[src/rtl/core/plc_pkg.sv]
// ----------------------------------------------------------------------------
// plc_pkg
// Map codes, color key tables and helpers for the piecewise linear colormap.
// ----------------------------------------------------------------------------
package plc_pkg;

    localparam int KEY_W        = 8;
    localparam int NUM_CH       = 4;
    localparam int ALPHA_CH     = 3;
    localparam int HOT_SEG_BITS = 4;
    localparam int HOT_IDX_W    = HOT_SEG_BITS + 1;
    localparam int MAP_W        = 3;

    typedef logic [KEY_W-1:0]     key_t;
    typedef logic [HOT_IDX_W-1:0] hot_idx_t;
    typedef logic [MAP_W-1:0]     map_code_t;

    localparam map_code_t MAP_INTENSITY = 3'd0;
    localparam map_code_t MAP_HOT_ALPHA = 3'd1;
    localparam map_code_t MAP_HOT       = 3'd2;
    localparam map_code_t MAP_RED       = 3'd3;
    localparam map_code_t MAP_GREEN     = 3'd4;
    localparam map_code_t MAP_BLUE      = 3'd5;

    localparam key_t KEY_MAX  = 8'd255;
    localparam key_t KEY_ZERO = 8'd0;

    typedef struct packed {
        key_t r;
        key_t g;
        key_t b;
    } rgb_key_t;

    function automatic rgb_key_t hot_rgb(input hot_idx_t idx);
        rgb_key_t k;
        case (idx)
            5'd0:    k = '{r: 8'd0,   g: 8'd0,   b: 8'd189};
            5'd1:    k = '{r: 8'd0,   g: 8'd0,   b: 8'd255};
            5'd2:    k = '{r: 8'd0,   g: 8'd66,  b: 8'd255};
            5'd3:    k = '{r: 8'd0,   g: 8'd132, b: 8'd255};
            5'd4:    k = '{r: 8'd0,   g: 8'd189, b: 8'd255};
            5'd5:    k = '{r: 8'd0,   g: 8'd255, b: 8'd255};
            5'd6:    k = '{r: 8'd66,  g: 8'd255, b: 8'd189};
            5'd7:    k = '{r: 8'd132, g: 8'd255, b: 8'd132};
            5'd8:    k = '{r: 8'd189, g: 8'd255, b: 8'd66};
            5'd9:    k = '{r: 8'd255, g: 8'd255, b: 8'd0};
            5'd10:   k = '{r: 8'd255, g: 8'd189, b: 8'd0};
            5'd11:   k = '{r: 8'd255, g: 8'd132, b: 8'd0};
            5'd12:   k = '{r: 8'd255, g: 8'd66,  b: 8'd0};
            5'd13:   k = '{r: 8'd255, g: 8'd0,   b: 8'd0};
            5'd14:   k = '{r: 8'd189, g: 8'd0,   b: 8'd0};
            5'd15:   k = '{r: 8'd132, g: 8'd0,   b: 8'd0};
            5'd16:   k = '{r: 8'd128, g: 8'd0,   b: 8'd0};
            default: k = '{r: 8'd0,   g: 8'd0,   b: 8'd0};
        endcase
        return k;
    endfunction

    // alpha ramp key: floor(255 * idx / 16)
    function automatic key_t hot_alpha(input hot_idx_t idx);
        logic [12:0] p;
        p = {idx, 8'b0} - 13'(idx);
        return p[11:4];
    endfunction

endpackage

[src/rtl/core/piecewise_linear_colormap.sv]
// ----------------------------------------------------------------------------
// piecewise_linear_colormap
// Maps a signed fixed-point position to red, green, blue and transparency.
// ----------------------------------------------------------------------------
// Takes one position word per clock and returns one color word per clock
// while the output side is ready. A word passes four register stages: key
// lookup, interpolation multiply, reciprocal multiply for the divide by 255,
// and a correction step that feeds the output register. The color word is
// presented from the output register, and it leaves there as soon as the
// output side does not stall. Stages advance independently, so bubbles
// close up and the input keeps accepting while a finished result waits,
// until every stage holds a word. The preset map is chosen through the APB
// register at address 0; change it only while no word is in flight.
// ----------------------------------------------------------------------------
module piecewise_linear_colormap
    import plc_pkg::*;
#(
    parameter int FRAC_BITS = 16
)
(
    input  logic                clk,
    input  logic                rst_n,
    input  logic                s_axis_tvalid,
    output logic                s_axis_tready,
    // [FRAC_BITS+1:0] position, upper bits zero
    input  logic [((FRAC_BITS+2+7)/8)*8-1:0] s_axis_tdata,
    output logic                m_axis_tvalid,
    input  logic                m_axis_tready,
    // red, green, blue, transparency (FRAC_BITS+1 bits each), upper bits zero
    output logic [((4*(FRAC_BITS+1)+7)/8)*8-1:0] m_axis_tdata,
    // [0] in_range
    output logic [0:0]          m_axis_tuser,
    input  logic                psel,
    input  logic                penable,
    input  logic                pwrite,
    input  logic [2:0]          paddr,
    input  logic [31:0]         pwdata,
    output logic [31:0]         prdata,
    output logic                pready
);

    localparam int PW        = FRAC_BITS + 2;
    localparam int OW        = FRAC_BITS + 1;
    localparam int SEG_SHIFT = FRAC_BITS - HOT_SEG_BITS;
    localparam int PRODW     = KEY_W + OW;
    localparam int MW        = FRAC_BITS + KEY_W;
    localparam int RW        = MW - 7;
    localparam int ODW       = ((4*OW+7)/8)*8;
    localparam longint unsigned RECIP_L = (64'd1 << MW) / 255;
    localparam logic [RW-1:0]   RECIP   = RW'(RECIP_L);
    localparam logic [OW-1:0]   ONE     = {1'b1, {FRAC_BITS{1'b0}}};

    // ---------------- configuration ----------------
    map_code_t map_type_reg;
    logic      cfg_write;

    assign pready    = 1'b1;
    assign cfg_write = psel && penable && pwrite && (paddr[2] == 1'b0);
    assign prdata    = (paddr[2] == 1'b0) ? {{(32-MAP_W){1'b0}}, map_type_reg} : 32'd0;

    always_ff @(posedge clk or negedge rst_n)
    begin
        if (!rst_n)
        begin
            map_type_reg <= MAP_INTENSITY;
        end
        else if (cfg_write)
        begin
            map_type_reg <= pwdata[MAP_W-1:0];
        end
    end

    // ---------------- stage enables ----------------
    logic v0_reg, v1_reg, v2_reg, v3_reg;
    logic en0, en1, en2, en3;

    assign en3 = !v3_reg || m_axis_tready;
    assign en2 = !v2_reg || en3;
    assign en1 = !v1_reg || en2;
    assign en0 = !v0_reg || en1;
    assign s_axis_tready = en0;

    always_ff @(posedge clk or negedge rst_n)
    begin
        if (!rst_n)
        begin
            v0_reg <= 1'b0;
            v1_reg <= 1'b0;
            v2_reg <= 1'b0;
            v3_reg <= 1'b0;
        end
        else
        begin
            if (en0) v0_reg <= s_axis_tvalid;
            if (en1) v1_reg <= v0_reg;
            if (en2) v2_reg <= v1_reg;
            if (en3) v3_reg <= v2_reg;
        end
    end

    // ---------------- stage 0: key lookup ----------------
    logic [PW-1:0] raw;
    logic [OW-1:0] mag;
    logic          rng_next;
    hot_idx_t      seg_raw;
    hot_idx_t      seg;
    rgb_key_t      hot_a, hot_b;
    key_t          a_next [NUM_CH];
    key_t          b_next [NUM_CH];
    logic [OW-1:0] g_next;

    key_t          a0_reg [NUM_CH];
    key_t          b0_reg [NUM_CH];
    logic [OW-1:0] g0_reg;
    logic          rng0_reg;

    assign raw     = s_axis_tdata[PW-1:0];
    assign mag     = raw[OW-1:0];
    assign seg_raw = mag[FRAC_BITS:SEG_SHIFT];
    assign seg     = seg_raw[HOT_SEG_BITS] ? hot_idx_t'(15) : seg_raw;
    assign hot_a   = hot_rgb(seg);
    assign hot_b   = hot_rgb(seg + hot_idx_t'(1));

    always_comb
    begin
        rng_next = !raw[PW-1] && (mag <= ONE);
        for (int c = 0; c < NUM_CH; c++)
        begin
            a_next[c] = KEY_ZERO;
            b_next[c] = KEY_ZERO;
        end
        a_next[ALPHA_CH] = KEY_MAX;
        b_next[ALPHA_CH] = KEY_MAX;
        g_next = mag;
        case (map_type_reg)
            MAP_HOT_ALPHA, MAP_HOT:
            begin
                a_next[0] = hot_a.r;
                a_next[1] = hot_a.g;
                a_next[2] = hot_a.b;
                b_next[0] = hot_b.r;
                b_next[1] = hot_b.g;
                b_next[2] = hot_b.b;
                if (map_type_reg == MAP_HOT_ALPHA)
                begin
                    a_next[ALPHA_CH] = hot_alpha(seg);
                    b_next[ALPHA_CH] = hot_alpha(seg + hot_idx_t'(1));
                end
                g_next = seg_raw[HOT_SEG_BITS] ? ONE
                                               : {1'b0, mag[SEG_SHIFT-1:0], 4'b0};
            end
            MAP_RED:   b_next[0] = KEY_MAX;
            MAP_GREEN: b_next[1] = KEY_MAX;
            MAP_BLUE:  b_next[2] = KEY_MAX;
            default:
            begin
                b_next[0] = KEY_MAX;
                b_next[1] = KEY_MAX;
                b_next[2] = KEY_MAX;
            end
        endcase
    end

    always_ff @(posedge clk)
    begin
        if (en0)
        begin
            a0_reg   <= a_next;
            b0_reg   <= b_next;
            g0_reg   <= g_next;
            rng0_reg <= rng_next;
        end
    end

    // ---------------- stage 1: interpolation ----------------
    logic [OW-1:0] gc;
    logic [MW-1:0] m_next [NUM_CH];
    logic [MW-1:0] m1_reg [NUM_CH];
    logic          rng1_reg;

    assign gc = ONE - g0_reg;

    always_comb
    begin
        for (int c = 0; c < NUM_CH; c++)
        begin
            m_next[c] = MW'(PRODW'(a0_reg[c]) * PRODW'(gc)
                          + PRODW'(b0_reg[c]) * PRODW'(g0_reg));
        end
    end

    always_ff @(posedge clk)
    begin
        if (en1)
        begin
            m1_reg   <= m_next;
            rng1_reg <= rng0_reg;
        end
    end

    // ---------------- stage 2: reciprocal multiply ----------------
    logic [MW+RW-1:0] p_next [NUM_CH];
    logic [OW-1:0]    q2_reg [NUM_CH];
    logic [MW-1:0]    m2_reg [NUM_CH];
    logic             rng2_reg;

    always_comb
    begin
        for (int c = 0; c < NUM_CH; c++)
        begin
            p_next[c] = (MW+RW)'(m1_reg[c]) * (MW+RW)'(RECIP);
        end
    end

    always_ff @(posedge clk)
    begin
        if (en2)
        begin
            for (int c = 0; c < NUM_CH; c++)
            begin
                q2_reg[c] <= p_next[c][MW +: OW];
            end
            m2_reg   <= m1_reg;
            rng2_reg <= rng1_reg;
        end
    end

    // ---------------- stage 3: correction and output ----------------
    logic [MW-1:0] rem   [NUM_CH];
    logic [OW-1:0] q_fix [NUM_CH];
    logic [OW-1:0] red_next, green_next, blue_next, transp_next;
    logic [OW-1:0] red_reg, green_reg, blue_reg, transp_reg;
    logic          rng3_reg;

    always_comb
    begin
        for (int c = 0; c < NUM_CH; c++)
        begin
            rem[c]   = m2_reg[c] - ((MW'(q2_reg[c]) << 8) - MW'(q2_reg[c]));
            q_fix[c] = (rem[c] >= MW'(KEY_MAX)) ? q2_reg[c] + OW'(1) : q2_reg[c];
        end
        if (rng2_reg)
        begin
            red_next    = q_fix[0];
            green_next  = q_fix[1];
            blue_next   = q_fix[2];
            transp_next = ONE - q_fix[ALPHA_CH];
        end
        else
        begin
            red_next    = '0;
            green_next  = '0;
            blue_next   = '0;
            transp_next = '0;
        end
    end

    always_ff @(posedge clk)
    begin
        if (en3)
        begin
            red_reg    <= red_next;
            green_reg  <= green_next;
            blue_reg   <= blue_next;
            transp_reg <= transp_next;
            rng3_reg   <= rng2_reg;
        end
    end

    assign m_axis_tvalid = v3_reg;
    assign m_axis_tdata  = ODW'({transp_reg, blue_reg, green_reg, red_reg});
    assign m_axis_tuser  = rng3_reg;

endmodule

[config.mk]
export PLATFORM = sky130hd
export DESIGN_NAME = piecewise_linear_colormap
export DESIGN_NICKNAME = d
export VERILOG_FILES = /design/src/rtl/core/plc_pkg.sv /design/src/rtl/core/piecewise_linear_colormap.sv
export SDC_FILE = /design/constraint.sdc
export NUM_CORES = 2
export LEC_CHECK = 0
export BUFFER_PORTS_ARGS = -buffer_cell sky130_fd_sc_hd__buf_2
export CORE_MARGIN = 1
export CORE_UTILIZATION = 42
export CTS_BUF_LIST = sky130_fd_sc_hd__clkbuf_8
export CTS_CLUSTER_DIAMETER = 200
export DETAILED_ROUTE_END_ITERATION = 12
export PLACE_DENSITY = 0.6
export SYNTH_ARGS = -nofsm -noshare
export SYNTH_HDL_FRONTEND = slang
export SYNTH_SLANG_ARGS = --single-unit
[constraint.sdc]
create_clock -name clk -period 8.1 [get_ports clk]
set_input_delay 1.62 -clock clk [delete_from_list [all_inputs] [get_ports clk]]
set_output_delay 1.62 -clock clk [all_outputs]
set_load 0.05 [all_outputs]
---- Yosys cells after proc, flatten, opt, wreduce, memory -nomap -nowiden ----
Memory sizes are Yosys's and may differ from the RTL's. A register that Yosys moved wholly into a read port is not among the register bits.
Cells that the tools add are included.
word-level totals
  register bits after elaboration ......... 328
  RAM bits ................................ 68
  bits in read-only memories .............. 1,536
  output and inout port bits .............. 108
  logic and storage cells ................. 106
  memories ................................ 3
memory list
  name             depth  width  rd ports  clocked after memory_dff  write ports  RTL line                          source
  (no name shown)  32     24     1         0                         0            plc_pkg.sv:36                     case (idx)
  (no name shown)  32     24     1         1                         0            plc_pkg.sv:36
  q2_reg           4      17     4         0                         4            piecewise_linear_colormap.sv:203  logic [OW-1:0] q2_reg [NUM_CH];
cells by class
  add/subtract/negate cells ............... 21
  multipliers ............................. 12
  $lt $le $gt $ge ......................... 5
  eq/ne operators ......................... 5
  mux-type cells .......................... 13
  bitwise operators ....................... 1
  reductions and logical operators ........ 19
operators with widths
  kind                    number
  $mul 8x17->24           8
  $mul 24x17->41 const B  4
  $mux 17                 6
  $add 24x24->24          4
  $ge 24x8->1 const B     4
  $sub 24x17->24          4
  $sub 24x24->24          4
  $add 17x1->17 const B   4
  $pmux 8 s2              3
  $sub 17x17->17 const A  2
  $le 17x17->1 const B    1
  $sub 12x4->12           1
  $sub 12x5->12           1
  $reduce_or 2->1         4
  $eq 3x2->1 const B      2
  $eq 3x3->1 const B      2
  $logic_not 1->1         6
  $add 4x1->5 const B     1
  $logic_and 1x1->1       4
  $logic_or 1x1->1        4
  $mux 4                  1
  $eq 3x1->1 const B      1
  $mux 3                  1
  $mux 1                  2
  2 further kinds         2

---- Depth between registers and ports, before layout ----
An unclocked memory read counts as a cell.
  depth in word-level cells ............... 6
  depth in mapped cells ................... 32
  depth with buffers taken out ............ 29

---- Worst setup path before layout ----
OpenSTA, ideal clock, no wires.
  path kind ............................... register to register
  start ................................... register g0_reg[1]
  end ..................................... register m1_reg[71] (netlist bit) (data pin)
  setup time .............................. 262 ps
  arrival time ............................ 7,721 ps
  data required time ...................... 7,838 ps
  slack ................................... 117 ps
  cell stages (with the launch flop) ...... 28
  path buffers ............................ 3
  clock period less this slack ............ 7,983 ps
  cell sequence ........................... edfxtp_1 > clkbuf_1 > clkbuf_1 > inv_1 > ha_1 > or3b_2 > nor3_1 > nand2b_1 > nor2_1 > xnor2_1 > clkbuf_1 > nand2_1 > fa_1 > fa_1 > inv_1 > fa_1 > fa_1 > fa_1 > inv_1 > fa_1 > inv_1 > ha_1 > o41ai_1 > o21ai_0 > o211a_1 > a2111oi_0 > a21oi_1 > xor2_1
RTL lines
  item                    RTL line                          source
  start, declared         piecewise_linear_colormap.sv:114  logic [OW-1:0] g0_reg;
  start signal, assigned  piecewise_linear_colormap.sv:170  g0_reg <= g_next;
  end signal, assigned    piecewise_linear_colormap.sv:196  m1_reg <= m_next;
  end, declared           piecewise_linear_colormap.sv:178  logic [MW-1:0] m1_reg [NUM_CH];

==> run summary <==
CTS tree - done
Post-Syn Area - 0.0614 mm^2
Final #Nets - 8251
worst hold endpoint - rng1_reg
via count - 42900
relative slew slack - 19.1%
CTS Root Cell - clkbuf_8
total track usage - 20.9%
placed instance area - 0.0644 mm^2
die height - 384 um
synthesis-to-finish area growth - 7.55%
mean number of vias per cell - 5.09
worst-skew pair later-pin latency - 0.79 ns
Pre-Repair DR Iteration Count - 6
count of different cell masters after synthesis - 88
Routed WL - 150 mm
pin count of the biggest net entering global routing - 70
hold depth - 0
Clock Sinks - 390
WL/cell - 17.8 um
Worst Path Arrival - 8.34 ns
Worst Hold Class - flip-flop to flip-flop
FP Rows - 139
Setup crit end kind - flip-flop
CTS clk-pin slew, worst paths - 0.06 ns
Fin. Hold Viols - 0
post-synthesis sequential area ratio - 19.0%
DR iter-0 viols - 2821
initial core utilization - 42.5%
Yosys top cell area share - 29.1%
initial antenna violation count - 4
DR DRC count - 0
final setup TNS - 0 ns
H-Tree Level Count - 3
Port Buffers - 102
synth top area cells - fa_1 29%, edfxtp_1 19%, ha_1 17%
Post-Synthesis Cells - 6343
I/O Pins - 174
detailed placer's ending HPWL - 126 mm
share of post-route cells with drive strength above 1 - 5.79%
EDFF count, synth - 383
core area - 0.144 mm^2
first-pass GRT wire length - 241 mm
routability cong. - 0.935
asr flop ratio synth - 1.79%
unrepaired setup endpoints after global routing - true
period utilization - 97.0%
Worst EP required - 8.59 ns
width of the die - 384 um
outcome - completed
# setup viols final - 0
skew final - 0.0766 ns
number of max-cap violations - 0
Startpoint Class - flip-flop
r2r endpoint - m1_reg[47]
Num CTS Buffers - 76
Layout fillers - 13900
synth warn - 0
Final min period - 7.85 ns
Hold Startpoint - rng0_reg
Setup CP Type - flip-flop to flip-flop
r2r setup slk - 0.25 ns
Antenna Violating Nets Remaining - 0
fin. max-slew vios - 0
syn_area_per_cell - 9.67 um^2
Synth Register Bits - 390
post-synth top area cell - fa_1
vias in the first global route - 44600
hold buffer count at cts - 0
Worst Tran Pin Value - 1.20 ns
die area - 0.148 mm^2
DP Cell Count - 8295
FMAX - 127 MHz
reg2reg path depth - 27
Post-synth top flop - edfxtp_1
Critical R2R Launch - g0_reg[2]
final cell count without fillers - 8431
CTS max path bufs - 3
Post-Layout Inst Area - 0.0660 mm^2
CP max FO - 10
grt ovf - 0
==> synthesized netlist by cell type (all sizes together), types with 35 or more instances <==
cell type and number:
nand2b 38, a21oi 185, or3 38, inv 1526
ha 820, a21o 67, nand4 40, edfxtp 383
nor2 243, o21ai 129, and2 291, a31oi 40
nand2 522, buf 49, nor2b 35, xnor2 250
nor3 94, o21a 35, xor2 61, fa 891
nand3 94, clkbuf 128
==> through the flow <==
stage | setup WS [ns] | util (%) | hold WS [ns]
global route | -0.0915 | 45.7 | 0.439
CTS | 0.0140 | 45.6 | 0.426
detailed placement | -0.137 | 44.6 | 0.412
floorplan | 0.117 | - | 0.400
global placement | -0.0259 | 44.6 | 0.409
finish | 0.246 | 45.7 | 0.424
==> cell families (layout without fill, tap and decap cells) <==
family | after synthesis | after routing | synth area share [%]
AO/OA/AOI/OAI | 663 | 663 | 7.17
XOR/XNOR | 311 | 311 | 4.45
adder cells (fa/ha/maj) | 1711 | 1711 | 45.8
buffers and inverters | 1703 | 1853 | 10.7
flip-flops | 390 | 390 | 19.0
multiplexers | 31 | 31 | 0.518
other | 2 | 37 | 0.0122
AND/OR/NAND/NOR | 1532 | 1532 | 12.3
==> timing repair <==
action,4_1_cts,5_1_grt
resized for setup,4,19
setup buffers,0,4
pin swaps,0,3
cloned,0,0
setup endpoints to repair,3,10
==> worst max-delay path by stage <==
| stage | start | end | slack (ns) | cells after the start |
|---|---|---|---|---|
| global route | g0_reg[2] | m1_reg[47] | -0.09 | 27 |
| CTS | g0_reg[2] | m1_reg[71] | 0.01 | 28 |
| global placement | g0_reg[2] | m1_reg[71] | -0.03 | 28 |
| detailed placement | g0_reg[2] | m1_reg[71] | -0.14 | 28 |
| finish | g0_reg[2] | m1_reg[47] | 0.25 | 27 |
| floorplan | g0_reg[1] | m1_reg[71] | 0.12 | 27 |
==> layout by cell type (no fill, tap or decap), drive strengths merged, types with 34 or more instances in the layout <==
master	count
a21o	67
a21oi	185
a31oi	40
and2	291
buf	198
clkbuf	77
conb	34
edfxtp	383
fa	891
ha	820
inv	1543
nand2	522
nand2b	38
nand3	94
nand4	40
nor2	243
nor2b	35
nor3	94
o21a	35
o21ai	129
or3	38
xnor2	250
xor2	61
==> layer usage <==
layer | GRT usage [%] | routed length (um) | vias to the layer above
met3 | 2.97 | 8930 | 171
li1 | - | - | 20500
met5 | 0 | 0 | -
met2 | 34.3 | 70600 | 1024
met4 | 5.16 | 2980 | 0
met1 | 29.1 | 67300 | 21300
==> final cells by class <==
class,count,area [um^2],share of cell area [%]
multi-input cells,4282,43500,65.9
flip-flops and latches,390,11700,17.7
inverters,1526,5730,8.68
well taps,1903,2380,3.61
repair buffers,198,1300,1.96
clock buffers,77,1060,1.61
clock inverters,52,332,0.502
diodes,3,7.51,0.0114
==> critical path, cell delays in order (launching register included) <==
cell and delay [ns]:
edfxtp_1 0.38, or3_1 0.39, or3b_2 0.50, nor3_2 0.15
nand2b_1 0.14, buf_4 0.18, nor4_2 0.39, xnor2_4 0.23
buf_12 0.19, nand2_1 0.10, fa_1 0.54, fa_1 0.56
inv_1 0.05, fa_1 0.48, fa_1 0.51, fa_1 0.49
inv_1 0.05, fa_1 0.47, inv_1 0.04, ha_1 0.34
nand3_1 0.11, nand2_1 0.05, a41o_1 0.23, nor4_2 0.18
buf_4 0.16, o31ai_1 0.09, o41ai_1 0.41, xor2_1 0.13
Power is left out: the tool's default activity adds up to more than one toggle a clock period on the data nets, which glitch-free logic cannot reach.
